### config.mk
export PLATFORM = sky130hd
export DESIGN_NAME = cpr_ctrl
export DESIGN_NICKNAME = d
export VERILOG_FILES = /design/src/hdl/coclustering_probability_residual_top_defines.svh /design/src/hdl/cpr_pkg.sv /design/src/hdl/cpr_ctrl.sv
export SDC_FILE = /design/constraint.sdc
export NUM_CORES = 1
export LEC_CHECK = 0
export ABC_AREA = 1
export BUFFER_PORTS_ARGS = -buffer_cell sky130_fd_sc_hd__buf_2
export CAP_MARGIN = 20
export CORE_MARGIN = 1.5
export CORE_UTILIZATION = 40
export DETAILED_ROUTE_END_ITERATION = 8
export PLACE_DENSITY = 0.67
export SYNTH_ARGS = -nofsm -noshare
export SYNTH_HDL_FRONTEND = slang
export SYNTH_SLANG_ARGS = --single-unit
### constraint.sdc
create_clock -name i_clk -period 1.6 [get_ports i_clk]
set_input_delay 0.16 -clock i_clk [delete_from_list [all_inputs] [get_ports i_clk]]
set_output_delay 0.16 -clock i_clk [all_outputs]
set_load 0.005 [all_outputs]
### src/hdl/coclustering_probability_residual_top_defines.svh
// Assertion macros for the co-clustering probability block.
// Used by the top level only; no other dependencies.
`ifndef COCLUSTERING_PROBABILITY_RESIDUAL_TOP_DEFINES_SVH
`define COCLUSTERING_PROBABILITY_RESIDUAL_TOP_DEFINES_SVH
`ifndef SYNTHESIS
`define CPR_ASSERT_IMP(lbl, clk, rst_n, ante, cons, msg) \
    lbl: assert property (@(posedge clk) disable iff (!rst_n) (ante) |-> (cons)) \
        else $error(msg);
`define CPR_ASSERT_NXT(lbl, clk, rst_n, ante, cons, msg) \
    lbl: assert property (@(posedge clk) disable iff (!rst_n) (ante) |=> (cons)) \
        else $error(msg);
`else
`define CPR_ASSERT_IMP(lbl, clk, rst_n, ante, cons, msg)
`define CPR_ASSERT_NXT(lbl, clk, rst_n, ante, cons, msg)
`endif
`endif

### src/hdl/cpr_pkg.sv
// Shared types and constants for the co-clustering probability block.
// No dependencies; imported by every module of the block but cpr_ram.
package cpr_pkg;

    localparam int MAX_POINTS_DEF = 64;

    localparam int KIND_W     = 2;
    localparam int PTR_W      = 6;
    localparam int LABEL_W    = 16;
    localparam int COUNT_W    = 16;
    localparam int RESULT_W   = 29;
    localparam int CFG_PTS_W  = 7;
    localparam int CFG_BURN_W = 16;
    localparam int CFG_DATA_W = 16;
    localparam int CFG_IDX_W  = 1;
    localparam int SUM_W      = 48;
    localparam int FRAC_W     = 16;
    localparam int PROB_W     = FRAC_W + 1;
    localparam int RECIP_W    = 32;
    localparam int PROD_W     = COUNT_W + RECIP_W;
    localparam int QR_W       = PROB_W + COUNT_W;
    localparam int SQ_W       = 2 * PROB_W;
    localparam int TERM_W     = SQ_W + 1;

    localparam logic [PROB_W-1:0]    PROB_ONE   = PROB_W'(1) << FRAC_W;
    localparam logic [RESULT_W-1:0]  RESULT_MAX = RESULT_W'(268435456);
    localparam logic [CFG_PTS_W-1:0] PTS_RESET  = CFG_PTS_W'(64);

    typedef enum logic [KIND_W-1:0] {
        KIND_CLEAR = 2'd0,
        KIND_HIST  = 2'd1,
        KIND_RESID = 2'd2,
        KIND_READ  = 2'd3
    } t_kind;

    typedef enum logic [CFG_IDX_W-1:0] {
        CFG_POINTS = 1'b0,
        CFG_BURN   = 1'b1
    } t_cfg_idx;

    typedef struct packed {
        t_kind               kind;
        logic [PTR_W-1:0]    point_index;
        logic [PTR_W-1:0]    column_index;
        logic [LABEL_W-1:0]  label;
    } t_in_item;

    typedef struct packed {
        logic [RESULT_W-1:0] result_value;
        logic                status;
    } t_out_item;

    typedef struct packed {
        logic accept;
        logic clr_start;
        logic clr_step;
        logic recip_start;
        logic label_wr;
        logic sum_zero;
        logic issue;
        logic row_end;
        logic emit;
    } t_cmd;

    typedef struct packed {
        t_kind kind;
        logic  in_range;
        logic  first_point;
        logic  last_point;
        logic  counting;
        logic  need_recip;
        logic  recip_done;
        logic  sweep_last;
        logic  pipe_empty;
        logic  clr_last;
        logic  out_free;
    } t_stat;

endpackage

### src/hdl/cpr_ctrl.sv
// Controller: sequences clearing, reciprocal refresh, point sweep, drain and
// result issue for each item. Depends on cpr_pkg.
module cpr_ctrl
    import cpr_pkg::*;
(
    input  logic  i_clk,
    input  logic  i_rst_n,
    input  logic  i_in_valid,
    output logic  o_in_stall,
    input  t_stat i_stat,
    output t_cmd  o_cmd
);

    typedef enum logic [6:0] {
        S_CLEAR  = 7'b0000001,
        S_IDLE   = 7'b0000010,
        S_DECIDE = 7'b0000100,
        S_RECIP  = 7'b0001000,
        S_SWEEP  = 7'b0010000,
        S_DRAIN  = 7'b0100000,
        S_FINISH = 7'b1000000
    } t_state;

    t_state r_state;
    t_state n_state;

    always_ff @(posedge i_clk) begin
        if (!i_rst_n) begin
            r_state <= S_CLEAR;
        end else begin
            r_state <= n_state;
        end
    end

    always_comb begin
        n_state = r_state;
        o_cmd   = '0;
        case (r_state)
            S_CLEAR: begin
                o_cmd.clr_step = 1'b1;
                if (i_stat.clr_last) begin
                    n_state = S_IDLE;
                end
            end
            S_IDLE: begin
                if (i_in_valid) begin
                    o_cmd.accept = 1'b1;
                    n_state      = S_DECIDE;
                end
            end
            S_DECIDE: begin
                case (i_stat.kind)
                    KIND_CLEAR: begin
                        o_cmd.clr_start = 1'b1;
                        n_state         = S_CLEAR;
                    end
                    KIND_HIST: begin
                        if (!i_stat.in_range) begin
                            n_state = S_IDLE;
                        end else begin
                            o_cmd.label_wr = 1'b1;
                            n_state        = i_stat.counting ? S_SWEEP : S_FINISH;
                        end
                    end
                    KIND_RESID, KIND_READ: begin
                        if ((i_stat.kind == KIND_RESID) && !i_stat.in_range) begin
                            n_state = S_IDLE;
                        end else begin
                            if (i_stat.kind == KIND_RESID) begin
                                o_cmd.label_wr = 1'b1;
                                o_cmd.sum_zero = i_stat.first_point;
                            end
                            if (i_stat.need_recip) begin
                                o_cmd.recip_start = 1'b1;
                                n_state           = S_RECIP;
                            end else begin
                                n_state = S_SWEEP;
                            end
                        end
                    end
                    default: n_state = S_IDLE;
                endcase
            end
            S_RECIP: begin
                if (i_stat.recip_done) begin
                    n_state = S_SWEEP;
                end
            end
            S_SWEEP: begin
                o_cmd.issue = 1'b1;
                if (i_stat.sweep_last) begin
                    n_state = S_DRAIN;
                end
            end
            S_DRAIN: begin
                if (i_stat.pipe_empty) begin
                    n_state = S_FINISH;
                end
            end
            S_FINISH: begin
                case (i_stat.kind)
                    KIND_HIST: begin
                        o_cmd.row_end = i_stat.last_point;
                        n_state       = S_IDLE;
                    end
                    KIND_RESID, KIND_READ: begin
                        if ((i_stat.kind == KIND_RESID) && !i_stat.last_point) begin
                            n_state = S_IDLE;
                        end else if (i_stat.out_free) begin
                            o_cmd.emit = 1'b1;
                            n_state    = S_IDLE;
                        end
                    end
                    default: n_state = S_IDLE;
                endcase
            end
            default: n_state = S_IDLE;
        endcase
    end

    assign o_in_stall = r_state != S_IDLE;

endmodule
# == Yosys cells after proc, flatten, opt, wreduce, memory -nomap -nowiden ==
# Index checks and enable logic that the tools add are counted.
# word_totals
word_cells,58
input_bits,15
output_inout_bits,10
ff_bits,7
# op_classes
n_reduce_logical,7
n_mux,33
n_eq_ne,17
# ops
cell,count
$mux 7,11
$pmux 7 s7,1
$pmux 7 s3,1
$mux 1,14
$ne 2x2->1 const B,5
$eq 7x1->1 const B,1
$eq 7x2->1 const B,1
$eq 7x3->1 const B,1
$eq 7x4->1 const B,1
$eq 7x5->1 const B,1
$eq 7x6->1 const B,1
$eq 7x7->1 const B,1
$ne 7x2->1 const B,1
$mux 3,2
$reduce_and 6->1,1
$mux 5,1
$eq 2x2->1 const B,2
$mux 2,2
$ne 4x4->1 const B,1
$eq 2x1->1 const B,1
$logic_and 1x1->1,2
$logic_not 1->1,2
$logic_not 2->1,1
$pmux 1 s2,1
$reduce_or 2->1,1

# == Longest topological paths before layout ==
# logic_depth
depth_word,5
ltp_mapped,10
depth_no_buf,10

# == Worst setup path before layout ==
# No wires, ideal clock.
# synth_timing
kind,reg2reg
from,reg r_state[4]
to,reg r_state[1]
n_path_buf,0
arrival_ns,1.074
required_ns,1.487
path_slack_ns,0.413
path_stages_with_launch,11
setup_ns,0.113
period_less_slack_ns,1.187
path_cell_list,dfxtp_1 -> nor2_2 -> nand2_1 -> nor2_2 -> nand2_2 -> nand2_2 -> nor2_4 -> nand2_4 -> nand2_1 -> nand2_1 -> nor2_1
# synth_between
elab_chain_len,3
word_cells_on_any_way,15
classes_between,eq/ne (13); mux (1); reduce/logical (1)
# synth_rtl
item,line_no,rtl
start: declaration,cpr_ctrl.sv:24,t_state r_state;
start signal: assignment,cpr_ctrl.sv:31,r_state <= n_state;
"$eq 7x7->1, or another cell as far along",cpr_ctrl.sv:38,case (r_state)
$ne 4x4->1 (no line) / $ne 2x2->1 (equally long branches),n/a,
$reduce_and 6->1 (no line),n/a,
# Several ways; a longest one is shown, not always the timed one.
# A chain may end at the register's enable or synchronous reset.

==> run metrics <==
result of the run finished, final reports clean; antenna violations before repair 0; highest net fanout along the worst path 5; number of max-slew violations in the final report 0; I/O pin cnt 25; # setup viols final 0; die area 1920 µm²; antenna fix cells 0; deepest clock path buffer count 2; Leak 0.487 nW; worst voltage drop across the vdd grid 0.000752 V; Worst Setup Path Type reg -> out; met1 track demand over resource in global routing 25.6%; maximum clock skew at final layout 0.00456 ns; GR met2 Demand/Resource 27.1%; sort of element at the start of the critical path flop; final core utilization 55.7%; routed via count 780; Iteration-0 DRC Markers 12; weighted congestion at the end of routability-driven global placement 0.859; Power per Cell Area 1190 nW/µm²; global route total overflow 0; Post-layout nets 158; fin crit share 95.2%; setup slack, reg-to-reg 0.17 ns; starting density of the core 43.3%; root buffer selected by CTS clkbuf_4; overall global routing resource usage 17.7%; type of element capturing the critical path output pin; filler cell count in the final layout 153; number of maximum-capacitance violations 0; insertion delay to the later sink of the worst-skew pair 0.25 ns; clock sinks 7; slew at the pin with the worst max-slew slack 0.234 ns; max reg flops 7; average wire length per cell after detail routing 10.7 µm; fraction of met3 tracks used by global routing 2.50%; combinational share of power 55.8%; sequential fraction of the synthesis area 21.0%; Power Internal 0.532 mW; IO buf count 24; clk slew on worst S/H paths 0.06 ns; number of cell rows 14; Num CTS Buffers 3; synthesized area per cell 5.95 µm²; Yosys warnings 0; vias per cell 4.94; post-placement worst setup slack 0.268 ns; Area after DPL 807 µm²; top cell type's share of synthesized area 21.0%; highest-utilization routing layer at the global route stage met2; die outline height 43.8 µm; first-pass GRT wire length 2.58 mm; CP arrival 1.36 ns; cell count after synthesis 112; library cell with the largest summed area after synthesis dfxtp_1; DIE WIDTH 43.8 µm; Detail Route Antenna Nets 0; Layout area overhead 28.7%; highest clock rate 656 MHz; Routed Wire Length 1.69 mm; Net Count, Synth 127; maximum number of pins on one net before global-route repair 8; overall power 1.02 mW; path type of the worst min-delay path in -> reg; count of state elements after synthesis 7; final worst-path setup slack 0.0762 ns; sequential power share 28.3%; H-Tree Depth 1; Core Area 1540 µm²; switching component of the power 0.491 mW; final hold violation count 0; final standard cell area without fillers 858 µm²; Slew HR 84.4%; placed wire-length estimate after detailed placement 1.35 mm; footprint of the multi-input gates 459 µm²; post-route DRC violation count 0; share of layout cells above drive strength 1 39.4%; largest registers r_state x7; clock tree from TritonCTS yes; clock power share 15.9%; cts hold-fix bufs 0; post-synth design cell area 667 µm²; post-synth cell types 20; fraction of power spent switching nets 48.0%; shortest period the worst path allows 1.52 ns; Worst Path Required 1.44 ns; number of optimization iterations in the first detailed-route pass 4; area taken by flip-flops and latches 143 µm²; register with the highest flop count r_state; synth top area cells dfxtp_1 (21%), nand2_1 (12%), nor2_1 (11%); via count of the first global-routing pass 637
## worst paths after layout
path / end / start / depth (start not counted)
hold reg to reg: r_state[6]$_SDFFE_PN0P_ / r_state[6]$_SDFFE_PN0P_ / 2
setup / recovery: o_cmd[3] / r_state[4]$_SDFFE_PN0P_ / 6
setup reg to reg: r_state[1]$_SDFFE_PN0P_ / r_state[4]$_SDFFE_PN0P_ / 10
hold / removal: r_state[0]$_SDFFE_PN1P_ / i_rst_n / 2
## final cells by class
type / instances / area share (%)
multi-input cells: 85 / 53.5
flip-flops and latches: 7 / 16.6
repair buffers: 26 / 15.7
inverters: 20 / 8.75
clock buffers: 4 / 3.06
well taps: 16 / 2.33
## stage by stage
| stage | hold WS, ns | std cells | setup TNS, ns |
|---|---|---|---|
| 2_1_floorplan | 0.245 | 112 | 0 |
| 3_3_place_gp | 0.430 | 152 | 0 |
| 3_5_place_dp | 0.423 | 152 | 0 |
| 4_1_cts | 0.169 | 157 | 0 |
| 5_1_grt | 0.186 | 158 | -0.00482 |
| 6_report | 0.170 | 158 | 0 |
## synth_stat cells
master	n
nand3b_1	1
inv_1	15
nand3_1	13
nand2_4	1
o21ai_0	1
nor3_2	1
nor3_1	3
nand2_2	6
nor4_1	1
nand3_2	2
a21oi_1	5
nor2_2	5
o21bai_1	1
inv_2	5
nand2_1	21
nand4_1	1
nor2_1	19
nand3b_4	1
dfxtp_1	7
nor2_4	3
## cells in the final DEF, fill, tap and decap left out
cell type / count
clkbuf_4: 3
nor2_2: 5
inv_2: 5
o21bai_1: 1
dfxtp_2: 2
nor2_1: 18
nand3b_1: 1
inv_1: 15
nand3_2: 2
nor3_2: 1
nor2_4: 4
nand4_1: 1
nand3b_4: 1
o21ai_0: 1
dfxtp_1: 5
a21oi_1: 5
nand3_1: 13
nor4_1: 1
buf_2: 24
nand2_2: 6
buf_4: 2
nand2_1: 21
nand2_4: 1
clkbuf_1: 1
nor3_1: 3
## repair_timing
action / 4_1_cts / 5_1_grt
pin swaps: 1 / 2
setup buffers: 1 / 1
endpoints found under the setup margin: 1 / 3
resized for setup: 0 / 4
## metal layers
metal | wire length [µm] | share of wire (%)
met3 | 70 | 4.1
met5 | 0 | 0
met2 | 785 | 46
met4 | 8 | 0.47
met1 | 826 | 49
## worst max-delay path: stages, from the launching register on
cell	delay (ns)
dfxtp_2	0.35
nor2_2	0.14
nand2_2	0.12
nor2_4	0.18
inv_2	0.06
nor3_1	0.12
buf_2	0.14
## power groups by stage
stage	Sequential [mW]	Clock [mW]	Combinational (mW)
after floorplan	0.267	0	0.438
after global placement	0.279	0	0.553
after detailed placement	0.280	0	0.555
after CTS	0.277	0.163	0.562
after global routing	0.295	0.173	0.640
final	0.289	0.163	0.572
## cells by family (layout without fill, tap and decap cells)
family          Yosys count  after routing  synth area share, %
compound gates            7              7                 5.63
buf+inv                  20             50                 11.3
flops                     7              7                 21.0
simple gates             78             78                 62.1
No activity file was read; power rests on OpenSTA's default activity.
